`src/sv/safm_pkg.sv`:
```
// shared types and constants for the sprite animation frame timer
`default_nettype none

package safm_pkg;

  localparam int KIND_W    = 2;
  localparam int INDEX_W   = 10;
  localparam int DELAY_W   = 15;
  localparam int SPEED_W   = 15;
  localparam int COUNT_W   = 11;
  localparam int FRAME_W   = 10;
  localparam int TIMER_W   = 16;
  localparam int CMP_W     = 13;
  localparam int CFG_IDX_W = 3;
  localparam int CFG_DAT_W = 15;

  localparam logic [KIND_W-1:0] KIND_TICK    = 2'd0;
  localparam logic [KIND_W-1:0] KIND_WRITE   = 2'd1;
  localparam logic [KIND_W-1:0] KIND_RESTART = 2'd2;

  localparam logic [CFG_IDX_W-1:0] REG_ENABLE      = 3'd0;
  localparam logic [CFG_IDX_W-1:0] REG_FIXED_MODE  = 3'd1;
  localparam logic [CFG_IDX_W-1:0] REG_FIXED_DELAY = 3'd2;
  localparam logic [CFG_IDX_W-1:0] REG_SPEED       = 3'd3;
  localparam logic [CFG_IDX_W-1:0] REG_FRAME_COUNT = 3'd4;
  localparam logic [CFG_IDX_W-1:0] REG_LOOP_START  = 3'd5;

  typedef struct packed {
    logic               enable;
    logic               fixed_mode;
    logic [DELAY_W-1:0] fixed_delay;
    logic [SPEED_W-1:0] speed;
    logic [COUNT_W-1:0] frame_count;
    logic [INDEX_W-1:0] loop_start;
  } safm_cfg_t;

endpackage

`default_nettype wire

```
`src/sv/safm_engine.sv`:
```
// request sequencer: timer accumulate, frame stepping with table reads, result register
`default_nettype none

module safm_engine #(
  parameter int MAX_FRAMES = 1024,
  parameter int AW         = 10,
  parameter int FW         = 10
) (
  input  wire logic                          clk,
  input  wire logic                          rst_n,
  input  wire safm_pkg::safm_cfg_t           cfg,
  input  wire logic                          in_valid,
  output logic                               in_stall,
  input  wire logic [safm_pkg::KIND_W-1:0]   in_kind,
  input  wire logic [safm_pkg::INDEX_W-1:0]  in_entry_index,
  input  wire logic [safm_pkg::DELAY_W-1:0]  in_entry_delay,
  output logic                               out_valid,
  input  wire logic                          out_stall,
  output logic [safm_pkg::FRAME_W-1:0]       out_frame_index,
  output logic [safm_pkg::TIMER_W-1:0]       out_timer_value,
  output logic                               out_wrapped,
  output logic                               out_stalled,
  output logic                               ram_wr_en,
  output logic [AW-1:0]                      ram_wr_addr,
  output logic [safm_pkg::DELAY_W-1:0]       ram_wr_data,
  output logic [AW-1:0]                      ram_rd_addr,
  input  wire logic [safm_pkg::DELAY_W-1:0]  ram_rd_data
);

  localparam int CW = safm_pkg::CMP_W;
  localparam int TW = safm_pkg::TIMER_W;
  localparam int DW = safm_pkg::DELAY_W;

  localparam logic [2:0] ST_IDLE   = 3'd0;
  localparam logic [2:0] ST_CHECK  = 3'd1;
  localparam logic [2:0] ST_LOAD_T = 3'd2;
  localparam logic [2:0] ST_LOAD_R = 3'd3;
  localparam logic [2:0] ST_DONE   = 3'd4;

  logic [2:0]    state_r, state_nxt;
  logic [FW-1:0] frame_r, frame_nxt;
  logic [TW-1:0] timer_r, timer_nxt;
  logic [DW-1:0] cur_r, cur_nxt;
  logic          wrapped_r, wrapped_nxt;
  logic          stalled_r, stalled_nxt;
  logic          out_valid_r, out_valid_nxt;
  logic [safm_pkg::FRAME_W-1:0] out_frame_r;
  logic [TW-1:0] out_timer_r;
  logic          out_wrapped_r, out_stalled_r;

  logic          in_acc;
  logic          out_load;
  logic [DW-1:0] use_delay;
  logic [CW-1:0] max_c, fc_ext, eff_n;
  logic [CW-1:0] frame_ext, frame_inc, loop_ext, loop_sel, idx_ext, rst_sel, nxt_ext;
  logic          wrap_hit;
  logic [TW:0]   sum_ext;

  assign max_c     = CW'(MAX_FRAMES);
  assign fc_ext    = {{(CW-safm_pkg::COUNT_W){1'b0}}, cfg.frame_count};
  assign eff_n     = (fc_ext > max_c) ? max_c : fc_ext;
  assign frame_ext = {{(CW-FW){1'b0}}, frame_r};
  assign frame_inc = frame_ext + CW'(1);
  assign wrap_hit  = (frame_inc >= eff_n);
  assign loop_ext  = {{(CW-safm_pkg::INDEX_W){1'b0}}, cfg.loop_start};
  assign loop_sel  = (loop_ext < eff_n) ? loop_ext : '0;
  assign idx_ext   = {{(CW-safm_pkg::INDEX_W){1'b0}}, in_entry_index};
  assign rst_sel   = (idx_ext < eff_n) ? idx_ext : '0;
  assign use_delay = cfg.fixed_mode ? cfg.fixed_delay : cur_r;
  assign sum_ext   = {1'b0, timer_r} + {{(TW+1-safm_pkg::SPEED_W){1'b0}}, cfg.speed};

  assign in_stall  = (state_r != ST_IDLE);
  assign in_acc    = in_valid && (state_r == ST_IDLE);
  assign out_load  = (state_r == ST_DONE) && (!out_valid_r || !out_stall);

  assign ram_wr_en   = in_acc && (in_kind == safm_pkg::KIND_WRITE) && (idx_ext < max_c);
  assign ram_wr_addr = idx_ext[AW-1:0];
  assign ram_wr_data = in_entry_delay;
  // the table is read at the frame being entered; data lands in the load state
  assign nxt_ext     = {{(CW-FW){1'b0}}, frame_nxt};
  assign ram_rd_addr = nxt_ext[AW-1:0];

  always_comb begin
    state_nxt   = state_r;
    frame_nxt   = frame_r;
    timer_nxt   = timer_r;
    cur_nxt     = cur_r;
    wrapped_nxt = wrapped_r;
    stalled_nxt = stalled_r;
    unique case (state_r)
      ST_IDLE: begin
        if (in_acc) begin
          wrapped_nxt = 1'b0;
          stalled_nxt = 1'b0;
          case (in_kind)
            safm_pkg::KIND_TICK: begin
              if (cfg.enable) begin
                timer_nxt = sum_ext[TW] ? '1 : sum_ext[TW-1:0];
                state_nxt = ST_CHECK;
              end else begin
                state_nxt = ST_DONE;
              end
            end
            safm_pkg::KIND_RESTART: begin
              frame_nxt = rst_sel[FW-1:0];
              timer_nxt = '0;
              state_nxt = ST_LOAD_R;
            end
            default: state_nxt = ST_DONE;
          endcase
        end
      end
      ST_CHECK: begin
        if (use_delay == '0) begin
          stalled_nxt = 1'b1;
          state_nxt   = ST_DONE;
        end else if (timer_r < {1'b0, use_delay}) begin
          state_nxt = ST_DONE;
        end else begin
          timer_nxt = timer_r - {1'b0, use_delay};
          frame_nxt = wrap_hit ? loop_sel[FW-1:0] : frame_inc[FW-1:0];
          if (wrap_hit) begin
            wrapped_nxt = 1'b1;
          end
          state_nxt = ST_LOAD_T;
        end
      end
      ST_LOAD_T: begin
        cur_nxt   = ram_rd_data;
        state_nxt = ST_CHECK;
      end
      ST_LOAD_R: begin
        cur_nxt   = ram_rd_data;
        state_nxt = ST_DONE;
      end
      ST_DONE: begin
        if (out_load) begin
          state_nxt = ST_IDLE;
        end
      end
      default: state_nxt = ST_IDLE;
    endcase
  end

  always_comb begin
    out_valid_nxt = out_valid_r;
    if (out_valid_r && !out_stall) begin
      out_valid_nxt = 1'b0;
    end
    if (out_load) begin
      out_valid_nxt = 1'b1;
    end
  end

  always_ff @(posedge clk) begin
    if (!rst_n) begin
      state_r     <= ST_IDLE;
      frame_r     <= '0;
      timer_r     <= '0;
      cur_r       <= '0;
      wrapped_r   <= 1'b0;
      stalled_r   <= 1'b0;
      out_valid_r <= 1'b0;
    end else begin
      state_r     <= state_nxt;
      frame_r     <= frame_nxt;
      timer_r     <= timer_nxt;
      cur_r       <= cur_nxt;
      wrapped_r   <= wrapped_nxt;
      stalled_r   <= stalled_nxt;
      out_valid_r <= out_valid_nxt;
    end
  end

  always_ff @(posedge clk) begin
    if (out_load) begin
      out_frame_r   <= frame_ext[safm_pkg::FRAME_W-1:0];
      out_timer_r   <= timer_r;
      out_wrapped_r <= wrapped_r;
      out_stalled_r <= stalled_r;
    end
  end

  assign out_valid       = out_valid_r;
  assign out_frame_index = out_frame_r;
  assign out_timer_value = out_timer_r;
  assign out_wrapped     = out_wrapped_r;
  assign out_stalled     = out_stalled_r;

  a_load_returns: assert property (@(posedge clk) disable iff (!rst_n)
    state_r == ST_LOAD_T |=> state_r == ST_CHECK)
    else $error("table load did not return to check");

  a_zero_delay: assert property (@(posedge clk) disable iff (!rst_n)
    (state_r == ST_CHECK && use_delay == '0) |=> (state_r == ST_DONE && stalled_r))
    else $error("zero delay did not stop the tick");

  a_advance_sub: assert property (@(posedge clk) disable iff (!rst_n)
    (state_r == ST_CHECK && use_delay != '0 && timer_r >= {1'b0, use_delay})
    |=> timer_r == $past(timer_r - {1'b0, use_delay}))
    else $error("advance did not subtract the delay");

  a_done_holds: assert property (@(posedge clk) disable iff (!rst_n)
    (state_r == ST_DONE && out_valid_r && out_stall) |=> state_r == ST_DONE)
    else $error("result dropped while output stalled");

endmodule

`default_nettype wire

```
`config.mk`:
```
export PLATFORM = sky130hd
export DESIGN_NAME = safm_engine
export DESIGN_NICKNAME = d
export VERILOG_FILES = /design/src/sv/safm_pkg.sv /design/src/sv/safm_engine.sv
export SDC_FILE = /design/constraint.sdc
export NUM_CORES = 1
export LEC_CHECK = 0
export ABC_AREA = 1
export BUFFER_PORTS_ARGS = -buffer_cell sky130_fd_sc_hd__buf_2
export CAP_MARGIN = 30
export CORE_ASPECT_RATIO = 0.8
export CORE_MARGIN = 8
export CORE_UTILIZATION = 45
export DETAILED_ROUTE_END_ITERATION = 10
export GPL_ROUTABILITY_DRIVEN = 0
export PLACE_DENSITY_LB_ADDON = 0.15
export SETUP_SLACK_MARGIN = 0.02
export SLEW_MARGIN = 20
export SYNTH_ARGS = -nofsm -noshare
export SYNTH_HDL_FRONTEND = slang
export SYNTH_SLANG_ARGS = --single-unit
export TNS_END_PERCENT = 5
```
`constraint.sdc`:
```
create_clock -name clk -period 4.1 [get_ports clk]
set_clock_uncertainty 0.2 [all_clocks]
set_input_delay 0.205 -clock clk [delete_from_list [all_inputs] [get_ports clk]]
set_output_delay 0.205 -clock clk [all_outputs]
set_load 0.01 [all_outputs]
```
Word level (Yosys, flattened, before mapping)
Cells that the tools add are included.
Widths: inputs -> output; s select.

storage, ports and cells
  register bits after elaboration = 75
  input port bits = 99
  output and inout port bits = 66
  word-level logic and storage cells = 86

cells by class
  muxes and demuxes = 33
  $lt $le $gt $ge = 6
  equal/unequal tests = 14
  $add $sub $neg = 3
  reductions and logical operators = 19

operators with widths
  cell                   count
  $mux 16                5
  $mux 10                7
  $pmux 16 s2            2
  $lt 10x11->1           2
  $pmux 10 s2            1
  $add 16x15->17         1
  $lt 16x15->1           1
  $sub 16x15->16         1
  $logic_not 15->1       1
  $mux 15                1
  $mux 3                 5
  $pmux 3 s5             1
  $ne 2x2->1 const B     6
  $add 10x1->11 const B  1
  $ge 11x11->1           1
  $gt 11x11->1 const B   1
  $lt 10x11->1 const B   1
  $mux 11                1
  $mux 1                 7
  $eq 3x2->1 const B     2
  $pmux 3 s2             1
  $reduce_and 6->1       1
  $logic_and 1x1->1      5
  $reduce_and 5->1       1
  other kinds (16)       19

Depth between registers and ports, before layout
Gate-level depths: netlist of the first run.

  word-level depth = 8
  gate-level depth with buffers = 21
  depth with buffers taken out = 19

Worst setup path before layout of the first run
Ideal clock, no wire load.

  kind = reg-to-output
  start = register frame_r[0]
  end = output ram_rd_addr[0]
  slack = 1.082 ns
  arrival = 2.613 ns
  path buffers = 1
  cell stages (with the launch flop) = 18
  data required time = 3.695 ns
  path through = dfxtp_1 -> ha_1 -> nand3_1 -> nor3_1 -> nand4_1 -> nand2_1 -> inv_1 -> ha_1 -> nand2_1 -> nor2_1 -> nand3_1 -> nand3_1 -> clkbuf_1 -> nand2_1 -> nand2_1 -> nand3_1 -> nor2_1 -> inv_1

between the ends
  word-level cells in the longest chain between the ends = 6
  elaborated cells on any way between the ends = 8
  classes of those cells = add/sub (1); order compare (1); mux (6)

ends and longest elaborated chain
  item                    line                text
  from (decl)             safm_engine.sv:41   logic [FW-1:0] frame_r, frame_nxt;
  from (signal assigned)  safm_engine.sv:166  frame_r <= frame_nxt;
  $add 10x1->11           safm_engine.sv:63   assign frame_inc = frame_ext + CW'(1);
  $ge 11x11->1            safm_engine.sv:64   assign wrap_hit = (frame_inc >= eff_n);
  $mux 10                 safm_engine.sv:121  frame_nxt = wrap_hit ? loop_sel[FW-1:0] : frame_inc[FW-1:0];
  $mux 10                 safm_engine.sv:117  end else if (timer_r < {1'b0, use_delay}) begin
  $mux 10                 safm_engine.sv:114  if (use_delay == '0) begin
  $pmux 10 s2 (*)         safm_engine.sv:90   unique case (state_r)
  to (decl)               safm_engine.sv:26   output logic [AW-1:0] ram_rd_addr,

Every way passes the cells marked *; elsewhere a longest branch is shown, timed or not.

Worst setup path in the final report of the first run
  start = register frame_r[0]
  end = output ram_rd_addr[7]

between the ends
  word-level cells in the longest chain between the ends = 6

ends and longest elaborated chain
  item               line
  $add 10x1->11 (*)  safm_engine.sv:63
  $ge 11x11->1       safm_engine.sv:64
  $mux 10 (*)        safm_engine.sv:121
  $mux 10 (*)        safm_engine.sv:117
  $mux 10 (*)        safm_engine.sv:114
  $pmux 10 s2 (*)    safm_engine.sv:90

Marks and branches as above.

==> results of run 1 <==
-- how the worst min path moves through the flow --
stage | depth (start not counted) | slack (ns) | end | from
2_1_floorplan | 2 | 0.14 | timer_r[3]$_SDFFE_PN0P_ | rst_n
3_3_place_gp | 0 | 0.21 | ram_wr_data[2] | in_entry_delay[2]
3_5_place_dp | 0 | 0.21 | ram_wr_data[2] | in_entry_delay[2]
4_1_cts | 4 | 0.1 | state_r[1]$_SDFFE_PN0P_ | in_kind[0]
5_1_grt | 4 | 0.13 | state_r[1]$_SDFFE_PN0P_ | in_kind[0]
6_report | 4 | 0.12 | state_r[1]$_SDFFE_PN0P_ | in_kind[0]
-- cell type report --
cell class                      instances  share of cell area [%]
Clock buffer                           11                   3.147
Clock inverter                          5                   1.049
Inverter                               92                   4.738
Multi-Input combinational cell        700                   51.93
Sequential cell                        75                   24.15
Tap cell                              180                   3.046
Timing Repair Buffer                  157                   11.95
-- registers in the layout (all words and copies together) (netlist names) --
name	flops
out_valid	1
out_wrapped	1
wrapped_r	1
out_frame_index	10
stalled_r	1
out_timer_value	16
state_r	3
timer_r	16
frame_r	10
out_stalled	1
cur_r	15
-- critical path: cells and delay by family, from the launching register on --
family | cells | cell delay, ns
flops | 1 | 0.40
compound gates | 3 | 0.35
simple gates | 9 | 1.19
buf+inv | 5 | 0.61
fa+ha+maj | 2 | 0.51
-- power by group --
| part | switching, mW | total (mW) | internal [mW] |
|---|---|---|---|
| clock | 0.310 | 0.841 | 0.531 |
| sequential | 0.122 | 1.02 | 0.900 |
| combinational | 0.963 | 1.55 | 0.591 |
| total | 1.39 | 3.42 | 2.02 |
-- synth_stat cells (3+ instances only) --
| master | n | area share [%] |
|---|---|---|
| nand2_1 | 220 | 13 |
| nor2_1 | 115 | 6.9 |
| inv_1 | 84 | 5.1 |
| nand3_1 | 72 | 5.8 |
| o21ai_0 | 72 | 5.8 |
| a21oi_1 | 60 | 4.8 |
| ha_1 | 60 | 12 |
| dfxtp_1 | 47 | 15 |
| edfxtp_1 | 28 | 13 |
| buf_4 | 25 | 3.0 |
| xor2_1 | 15 | 2.1 |
| or2_2 | 11 | 1.1 |
| nor3_1 | 10 | 0.80 |
| clkbuf_1 | 9 | 0.54 |
| nand3b_1 | 8 | 0.96 |
| nand4_1 | 8 | 0.80 |
| mux2i_1 | 6 | 0.96 |
| o21bai_1 | 6 | 0.72 |
| a21o_1 | 4 | 0.48 |
| inv_2 | 4 | 0.24 |
| a31oi_1 | 3 | 0.30 |
| buf_2 | 3 | 0.24 |
| o21ai_1 | 3 | 0.24 |
| o31ai_1 | 3 | 0.36 |
| xnor2_1 | 3 | 0.42 |
-- per-layer routing --
metal,global-route usage (%),vias up,share of wire [%]
met4,3.369,0,0.75
met3,4.212,13,8.7
met2,26.66,236,37
met5,0,-,0
li1,-,3250,-
met1,31.42,2690,53
-- cell usage in the layout (no fill, tap or decap), types with 3 or more instances in the layout --
master         count
dfxtp_1           44
buf_4              7
a21oi_1           60
a21o_1             4
o21ai_1            3
nand3_1           71
nand3b_1           8
dlygate4sd3_1     16
inv_2              4
nand2_1          220
buf_2            134
xor2_1            15
o21bai_1           6
mux2i_1            6
ha_1              60
dfxtp_2            3
xnor2_1            3
clkbuf_16          9
o21ai_0           72
a31oi_1            3
nor3_1             8
or2_2             11
nor2_1           114
edfxtp_1          28
inv_1             84
o31ai_1            3
nand4_1            8
-- logic make-up (layout without fill, tap and decap cells) --
| kind of cell | count (synthesis) | after routing |
|---|---|---|
| adders and majority gates | 62 | 62 |
| muxes | 7 | 7 |
| AOI/OAI and AO/OA | 159 | 159 |
| xor gates and xnor gates | 18 | 18 |
| buffers and inverters | 135 | 265 |
| and+or+nand+nor | 454 | 454 |
| DFF | 75 | 75 |
-- metrics by stage --
stage,power [mW],instances,worst slack (ns)
after global routing,3.703,1220,0.04911
after global placement,2.541,1188,0.5314
final,3.417,1220,0.2946
after floorplan,2.145,910,1.082
after CTS,3.409,1220,0.09707
after detailed placement,2.546,1188,0.4853
-- timing repair --
action                                  in CTS  in global routing
hold buffers                                16                  0
endpoints found under the setup margin       0                 10
resized for setup                            0                  8
endpoints found under the hold margin       16                  0
setup buffers                                0                  0
==> flow_summary.toml, run 1 <==
[outcome]
status = "completed"

[final_layout]
seqCellArea_mm2 = 0.001785
fillers = 1366
num-nets-final = 1196
antennaDiodeCount = 0
area_growth_pct = 18.53
multi_input_area_mm2 = 0.003840
fin_util_pct = 54.57
drive_above_1_share_pct = 18.08
stdcell_area_mm2 = 0.007395

[clock_tree]
clkLatencyLatePin_ns = 0.34
cts_buffer_depth = 2
cts_root_buffer = "clkbuf_16"
tritoncts = "built"
htree_num_levels = 3
numCtsBuffers = 9
clkSinkCount = 75
clkSlewWorstSetupHoldPaths_ns = 0.06

[worst_setup_path]
path_max_fanout = 17
slowest_stage = "dfxtp_2"
ff2ff_setup_slack_ns = 0.82
criticalPathCategory = "reg2out"
rr_worst_depth = 18
cpPeakStageDelay_ns = 0.40
worstSetupEndpoint = "ram_rd_addr[7]"
crit_required_ns = 3.69
endpoint_kind = "output port"
r2r_start = "frame_r[0]$_SDFF_PN0_"
critPathLaunch = "frame_r[0]$_SDFF_PN0_"
worst_r2r_endpoint = "frame_r[7]$_SDFF_PN0_"
start_kind = "flip-flop"
cp_cell_sequence = "ha_1, nand3_1, nor3_4, nand4_1, nand2_1, inv_1, ha_1, a21oi_1, o21ai_0, a21oi_1, nand3_1, buf_4, inv_1, nand2_1, nand3_1, nand3_1, nand2_1, inv_1, buf_2"
arrival_ns = 3.40
worst_path_most_repeated_cell = "nand3_1"

[yosys]
synth_edf_count = 28
syn-num-nets = 1071
synth_adder_area_share_pct = 12.68
yosysUniqueCellTypes = 44
synth-async-reset-ratio_pct = 0
syn_area_mm2 = 0.006238
synth_seq_cells = 75
syn_inst = 910
yosysWarningCount = 0
synth_compound_area_share_pct = 13.76
synthFlopType = "dfxtp_1"
synthSimpleGateAreaFrac_pct = 30.93
avgSynthCellArea_um2 = 6.855
synth_top_family_by_area = "simple AND/OR/NAND/NOR gates"
synth_xor_area_share_pct = 2.527
synth_mux_area_share_pct = 1.183
yosysSeqAreaShare_pct = 28.56

[route]
wl_mm = 18.09
wire_per_inst_um = 14.83
drtAntennaViolNets = 0
dr_total_vias = 6189
dr.first_iter.drc_count = 401
via_per_inst = 5.073
drcViolationCount = 0
drtPass1Iterations = 6

[sta]
fin_setup_tns_ns = 0
holdWs_ns = 0.1198
worst_slew_pin_slew_ns = 0.5608
post-route-period-util_pct = 92.82
slew-limit-headroom_pct = 62.57
report.final.setup_viol = 0
drv_slew = 0
rsz0062_at_grt = "no"
final_hold_viol_count = 0
finalCriticalPeriod_ns = 3.805
timing.fmax_ghz = 0.2628

[floorplanning]
die_y_um = 121.3
initial_core_util_pct = 46.04
placeableCoreArea_mm2 = 0.01355
io_pins = 165
num_rows = 38
die_w_um = 147.6
dieArea_mm2 = 0.01791

[power]
leakagePower_nw = 3.789
peakVddDrop_uv = 250.0
p_per_area_mw_per_mm2 = 462.1

[grt]
grt_max_degree = 35
grt_antenna_before_repair = 0
grt_pass1_vias = 5734
grt_use_total_pct = 19.89
grt_first_pass_wirelength_mm = 29.14
globalRouteOverflowTotal = 0

[job]
max_cap_violations = 0

[place]
place_area_mm2 = 0.006893
portBuffers = 134
dp_hpwl_mm = 14.47

[min_path]
min-delay-path-class = "in2reg"
Power figures use the tool's default switching activity.
==> run 2: changes to the inputs <==
--- a/config.mk
+++ b/config.mk
@@ -11,9 +11,10 @@
 export CORE_ASPECT_RATIO = 0.8
 export CORE_MARGIN = 8
 export CORE_UTILIZATION = 45
+export CTS_CLUSTER_DIAMETER = 120
 export DETAILED_ROUTE_END_ITERATION = 10
 export GPL_ROUTABILITY_DRIVEN = 0
-export PLACE_DENSITY_LB_ADDON = 0.15
+export PLACE_DENSITY_LB_ADDON = 0.12
 export SETUP_SLACK_MARGIN = 0.02
 export SLEW_MARGIN = 20
 export SYNTH_ARGS = -nofsm -noshare
==> flow_summary.toml, run 2 (synthesis results as in run 1) <==
[worst_setup_path]
arrival_ns = 3.32
path_max_fanout = 14
slowest_stage = "dfxtp_2"
endpoint_kind = "output port"
worst_path_most_repeated_cell = "nand3_1"
cp_cell_sequence = "ha_1, nand3_2, nor3_4, nand4_1, nand2_1, inv_1, ha_1, a21oi_1, o21ai_0, a21oi_1, nand3_1, buf_4, or2_2, nand3_1, nand3_1, nand2_1, inv_1, buf_2"
cpPeakStageDelay_ns = 0.40
start_kind = "flip-flop"
crit_required_ns = 3.69
criticalPathCategory = "reg2out"

[grt]
globalRouteOverflowTotal = 0
grt_pass1_vias = 5726
grt_first_pass_wirelength_mm = 28.91
grt_antenna_before_repair = 0
grt_max_degree = 35
grt_use_total_pct = 19.93

[sta]
final_hold_viol_count = 0
timing.fmax_ghz = 0.2681
slew-limit-headroom_pct = 42.21
fin_ws_ns = 0.3700
rsz0062_at_grt = "no"
worst_slew_pin_slew_ns = 0.8669
report.final.setup_viol = 0
finalCriticalPeriod_ns = 3.730
post-route-period-util_pct = 90.97
drv_slew = 0
fin_setup_tns_ns = 0

[floorplanning]
placeableCoreArea_mm2 = 0.01355
die_y_um = 121.3
num_rows = 38
initial_core_util_pct = 46.04
io_pins = 165
dieArea_mm2 = 0.01791
die_w_um = 147.6

[route]
dr_total_vias = 6167
wl_mm = 18.15
drtPass1Iterations = 5
drtAntennaViolNets = 0
drcViolationCount = 0
via_per_inst = 5.055
wire_per_inst_um = 14.88
dr.first_iter.drc_count = 425

[clock_tree]
cts_buffer_depth = 2
numCtsBuffers = 9
cts_root_buffer = "clkbuf_16"
htree_num_levels = 3
clkLatencyLatePin_ns = 0.34
clkSinkCount = 75
post_cts_buffers = 0
tritoncts = "built"
clkSlewWorstSetupHoldPaths_ns = 0.06

[final_layout]
layout_commonest_cell = "nand2_1"
num-nets-final = 1196
final_cell_mix = "nand2_1 (220), buf_2 (134), nor2_1 (114), inv_1 (84), o21ai_0 (72)"
stdcell_area_mm2 = 0.007403
area_growth_pct = 18.67
antennaDiodeCount = 0
drive_above_1_share_pct = 18.46

[power]
p_per_area_mw_per_mm2 = 462.1
peakVddDrop_uv = 242.6
leakagePower_nw = 3.777

[place]
place_area_mm2 = 0.006893
dp_hpwl_mm = 14.59
portBuffers = 134
dp_worst_setup_slack_ns = 0.4929

[job]
max_cap_violations = 0

[min_path]
min-delay-path-class = "in2reg"

[outcome]
status = "completed"
run 2: path summary, 6_finish.rpt:
path / from / end / slack [ns] / cells after the start
worst max register to register: frame_r[0]$_SDFF_PN0_ / frame_r[1]$_SDFF_PN0_ / 0.91 / 17
worst max-delay path: frame_r[0]$_SDFF_PN0_ / ram_rd_addr[2] / 0.37 / 18
worst min-delay path: in_kind[0] / state_r[1]$_SDFFE_PN0P_ / 0.11 / 4
worst min register to register: wrapped_r$_SDFFE_PN0P_ / out_wrapped$_DFFE_PP_ / 0.25 / 0
run 2: power breakdown:
| group | internal (mW) | switching, mW | total (mW) |
|---|---|---|---|
| combinational | 0.589 | 0.959 | 1.55 |
| sequential | 0.900 | 0.120 | 1.02 |
| clock | 0.530 | 0.322 | 0.852 |
| total | 2.02 | 1.40 | 3.42 |
run 2: layer usage:
layer	routed length, µm	vias to the layer above	GRT usage (%)
li1	-	3249	-
met1	10090	2684	31.42
met2	6417	217	25.63
met3	1405	17	4.584
met4	238	0	5.340
met5	0	-	0
run 2: worst max-delay path: cells and delay by family, from the launching register on:
family	cells	cell delay (ns)
adders and majority gates	2	0.54
DFF	1	0.40
AOI/OAI and AO/OA	3	0.34
and+or+nand+nor	9	1.26
buffers and inverters	4	0.44
run 2: timing repair:
action / in CTS / in global routing
hold buffers: 16 / 0
endpoints found under the hold margin: 16 / 0
endpoints found under the setup margin: 0 / 10
resized for setup: 0 / 10
run 2: through the flow:
step                      total power, mW  hold WS, ns  std cells  util, %
after CTS                           3.413      0.08459       1220    54.40
after global placement              2.544       0.2101       1188    50.87
final                               3.421       0.1067       1220    54.64
after floorplan                     2.145       0.1434        910        -
after detailed placement            2.544       0.2101       1188    50.87
after global routing                3.689       0.1122       1220    54.64
run 2: area by class of cell:
cell class | count | area (µm²)
multi-input cells | 700 | 3839
inverters | 92 | 350.3
fillers | 1396 | 6147
clock buffers | 9 | 225.2
well taps | 180 | 225.2
clock inverters | 7 | 92.59
flip-flops and latches | 75 | 1788
repair buffers | 157 | 883.3
==> run 3: changes to the inputs <==
--- a/config.mk
+++ b/config.mk
@@ -14,6 +14,8 @@
 export CTS_CLUSTER_DIAMETER = 120
 export DETAILED_ROUTE_END_ITERATION = 10
 export GPL_ROUTABILITY_DRIVEN = 0
+export GPL_TIMING_DRIVEN = 0
+export HOLD_SLACK_MARGIN = 0.1
 export PLACE_DENSITY_LB_ADDON = 0.12
 export SETUP_SLACK_MARGIN = 0.02
 export SLEW_MARGIN = 20
==> constraint.sdc (replaced) <==
create_clock -name clk -period 4.2 [get_ports clk]
set_clock_uncertainty 0.2 [all_clocks]
set_input_delay 0.21 -clock clk [delete_from_list [all_inputs] [get_ports clk]]
set_output_delay 0.21 -clock clk [all_outputs]
set_load 0.01 [all_outputs]
==> flow_summary.toml, run 3 (synthesis results as in run 1) <==
[power]
seqPwrFrac_pct = 30.5
p_sw_share_pct = 42.27
p_per_area_mw_per_mm2 = 423.1
finalPower_mw = 3.270
p_int_mw = 1.888
comb_power_share_pct = 48.2
peakVddDrop_uv = 259.6
leakagePower_nw = 3.982
switchingPower_mw = 1.382
clkPwrFrac_pct = 21.3

[sta]
finalCriticalPeriod_ns = 3.800
final_hold_viol_count = 0
rsz0062_at_grt = "no"
report.final.setup_viol = 0
drv_slew = 0
timing.fmax_ghz = 0.2632
post-route-period-util_pct = 90.47
fin_ws_ns = 0.4004
worst_slew_pin_slew_ns = 0.8912
holdWs_ns = 0.1397
slew-limit-headroom_pct = 40.59
fin_setup_tns_ns = 0

[min_path]
min-delay-path-class = "in2reg"

[route]
dr.first_iter.drc_count = 428
drtAntennaViolNets = 0
wl_mm = 18.74
via_per_inst = 5.057
drcViolationCount = 0
dr_total_vias = 6442
wire_per_inst_um = 14.71
drtPass1Iterations = 5

[floorplanning]
die_y_um = 121.3
dieArea_mm2 = 0.01791
io_pins = 165
placeableCoreArea_mm2 = 0.01355
die_w_um = 147.6
num_rows = 38
initial_core_util_pct = 46.04

[worst_setup_path]
crit_required_ns = 3.79
worstSetupEndpoint = "ram_rd_addr[8]"
start_kind = "flip-flop"
cp_cell_sequence = "ha_2, nand3_2, nor3_4, nand4_1, nand2_1, inv_1, ha_1, a21oi_1, o21ai_0, a21oi_1, nand3_2, inv_1, nand2_1, nand3_1, nand3_1, nand2_1, inv_1, buf_2"
critPathLaunch = "frame_r[1]$_SDFF_PN0_"
rr_worst_depth = 17
endpoint_kind = "output port"
criticalPathCategory = "reg2out"
cpPeakStageDelay_ns = 0.44
ff2ff_setup_slack_ns = 0.95
path_max_fanout = 8
r2r_start = "frame_r[1]$_SDFF_PN0_"
arrival_ns = 3.39
worst_r2r_endpoint = "frame_r[8]$_SDFF_PN0_"
slowest_stage = "dfxtp_1"

[final_layout]
stdcell_area_mm2 = 0.007730
area_growth_pct = 23.91
antennaDiodeCount = 0
layout_commonest_cell = "nand2_1"
drive_above_1_share_pct = 21.02
num-nets-final = 1250
fin_util_pct = 57.05
fillers = 1347
final_cell_mix = "nand2_1 (220), buf_2 (152), nor2_1 (114), inv_1 (84), o21ai_0 (72)"
finalNonFillerCells = 1274

[place]
place_inst = 1239
dp_worst_setup_slack_ns = 0.4471
place_area_mm2 = 0.007239
portBuffers = 148
dp_hpwl_mm = 15.27

[grt]
grt_max_degree = 23
grt_use_total_pct = 20.97
grt_antenna_before_repair = 0
grt_first_pass_wirelength_mm = 30.22
globalRouteOverflowTotal = 0
grt_pass1_vias = 5943

[clock_tree]
tritoncts = "built"
cts_buffer_depth = 2
cts_root_buffer = "clkbuf_16"
numCtsBuffers = 9
htree_num_levels = 3
clkLatencyLatePin_ns = 0.35
clkSinkCount = 75
clkSlewWorstSetupHoldPaths_ns = 0.06

[outcome]
status = "completed"

[job]
max_cap_violations = 0
-- run 3: cell types whose count changed in the layout (fill, tap and decap cells not counted), moves of 2 or more --
cell,change
dlygate4sd3_1,+3
buf_1,+2
buf_8,+2
dfxtp_2,-3
buf_6,+2
dfxtp_1,+3
clkbuf_1,+10
bufinv_16,-2
buf_4,+18
buf_2,+18
-- run 3: worst max-delay path, delay by kind of cell (launching register included) --
family	cells	cell delay [ns]
buffers and inverters	4	0.46
AO/OA/AOI/OAI	3	0.37
adder cells (fa/ha/maj)	2	0.57
flip-flops	1	0.44
AND/OR/NAND/NOR	9	1.22
-- run 3: worst min-delay path by stage --
stage,startpoint,end,slack [ns],cells past startpoint
after floorplan,rst_n,timer_r[3]$_SDFFE_PN0P_,0.15,2
after global placement,wrapped_r$_SDFFE_PN0P_,out_wrapped$_DFFE_PP_,0.22,0
after detailed placement,wrapped_r$_SDFFE_PN0P_,out_wrapped$_DFFE_PP_,0.23,0
after CTS,in_kind[1],state_r[1]$_SDFFE_PN0P_,0.13,5
after global routing,in_kind[1],state_r[1]$_SDFFE_PN0P_,0.17,5
final,in_kind[1],state_r[1]$_SDFFE_PN0P_,0.14,5
-- run 3: metal layers --
| metal | vias to the layer above | track usage, % | share of wire, % |
|---|---|---|---|
| li1 | 3364 | - | - |
| met1 | 2793 | 32.66 | 52 |
| met2 | 270 | 27.69 | 37 |
| met3 | 15 | 5.255 | 9.7 |
| met4 | 0 | 4.450 | 1.1 |
| met5 | - | 0 | 0 |
-- run 3: power groups by stage --
stage,sequential (mW),clock (mW),combinational [mW]
2_1_floorplan,0.974,0,1.12
3_3_place_gp,1.00,0,1.51
5_1_grt,1.01,0.741,1.80
6_report,0.996,0.698,1.58
4_1_cts,0.989,0.707,1.56
3_5_place_dp,1.00,0,1.53
-- run 3: repair_timing --
| action | in CTS | in global routing |
|---|---|---|
| endpoints found under the hold margin | 21 | 0 |
| hold buffers | 19 | 0 |
| setup endpoints to repair | 0 | 10 |
| buffers inserted | 0 | 0 |
| resized for setup | 0 | 12 |
-- run 3: final cells by class --
type                    instances  area, µm²  area share (%)
inverters                      92      350.3           4.532
plain buffers                  43      297.8           3.852
flip-flops and latches         75       1784           23.08
clock inverters                 5      30.03          0.3885
clock buffers                  11      232.7           3.011
multi-input cells             700       3851           49.82
repair buffers                168      958.4           12.40
well taps                     180      225.2           2.914
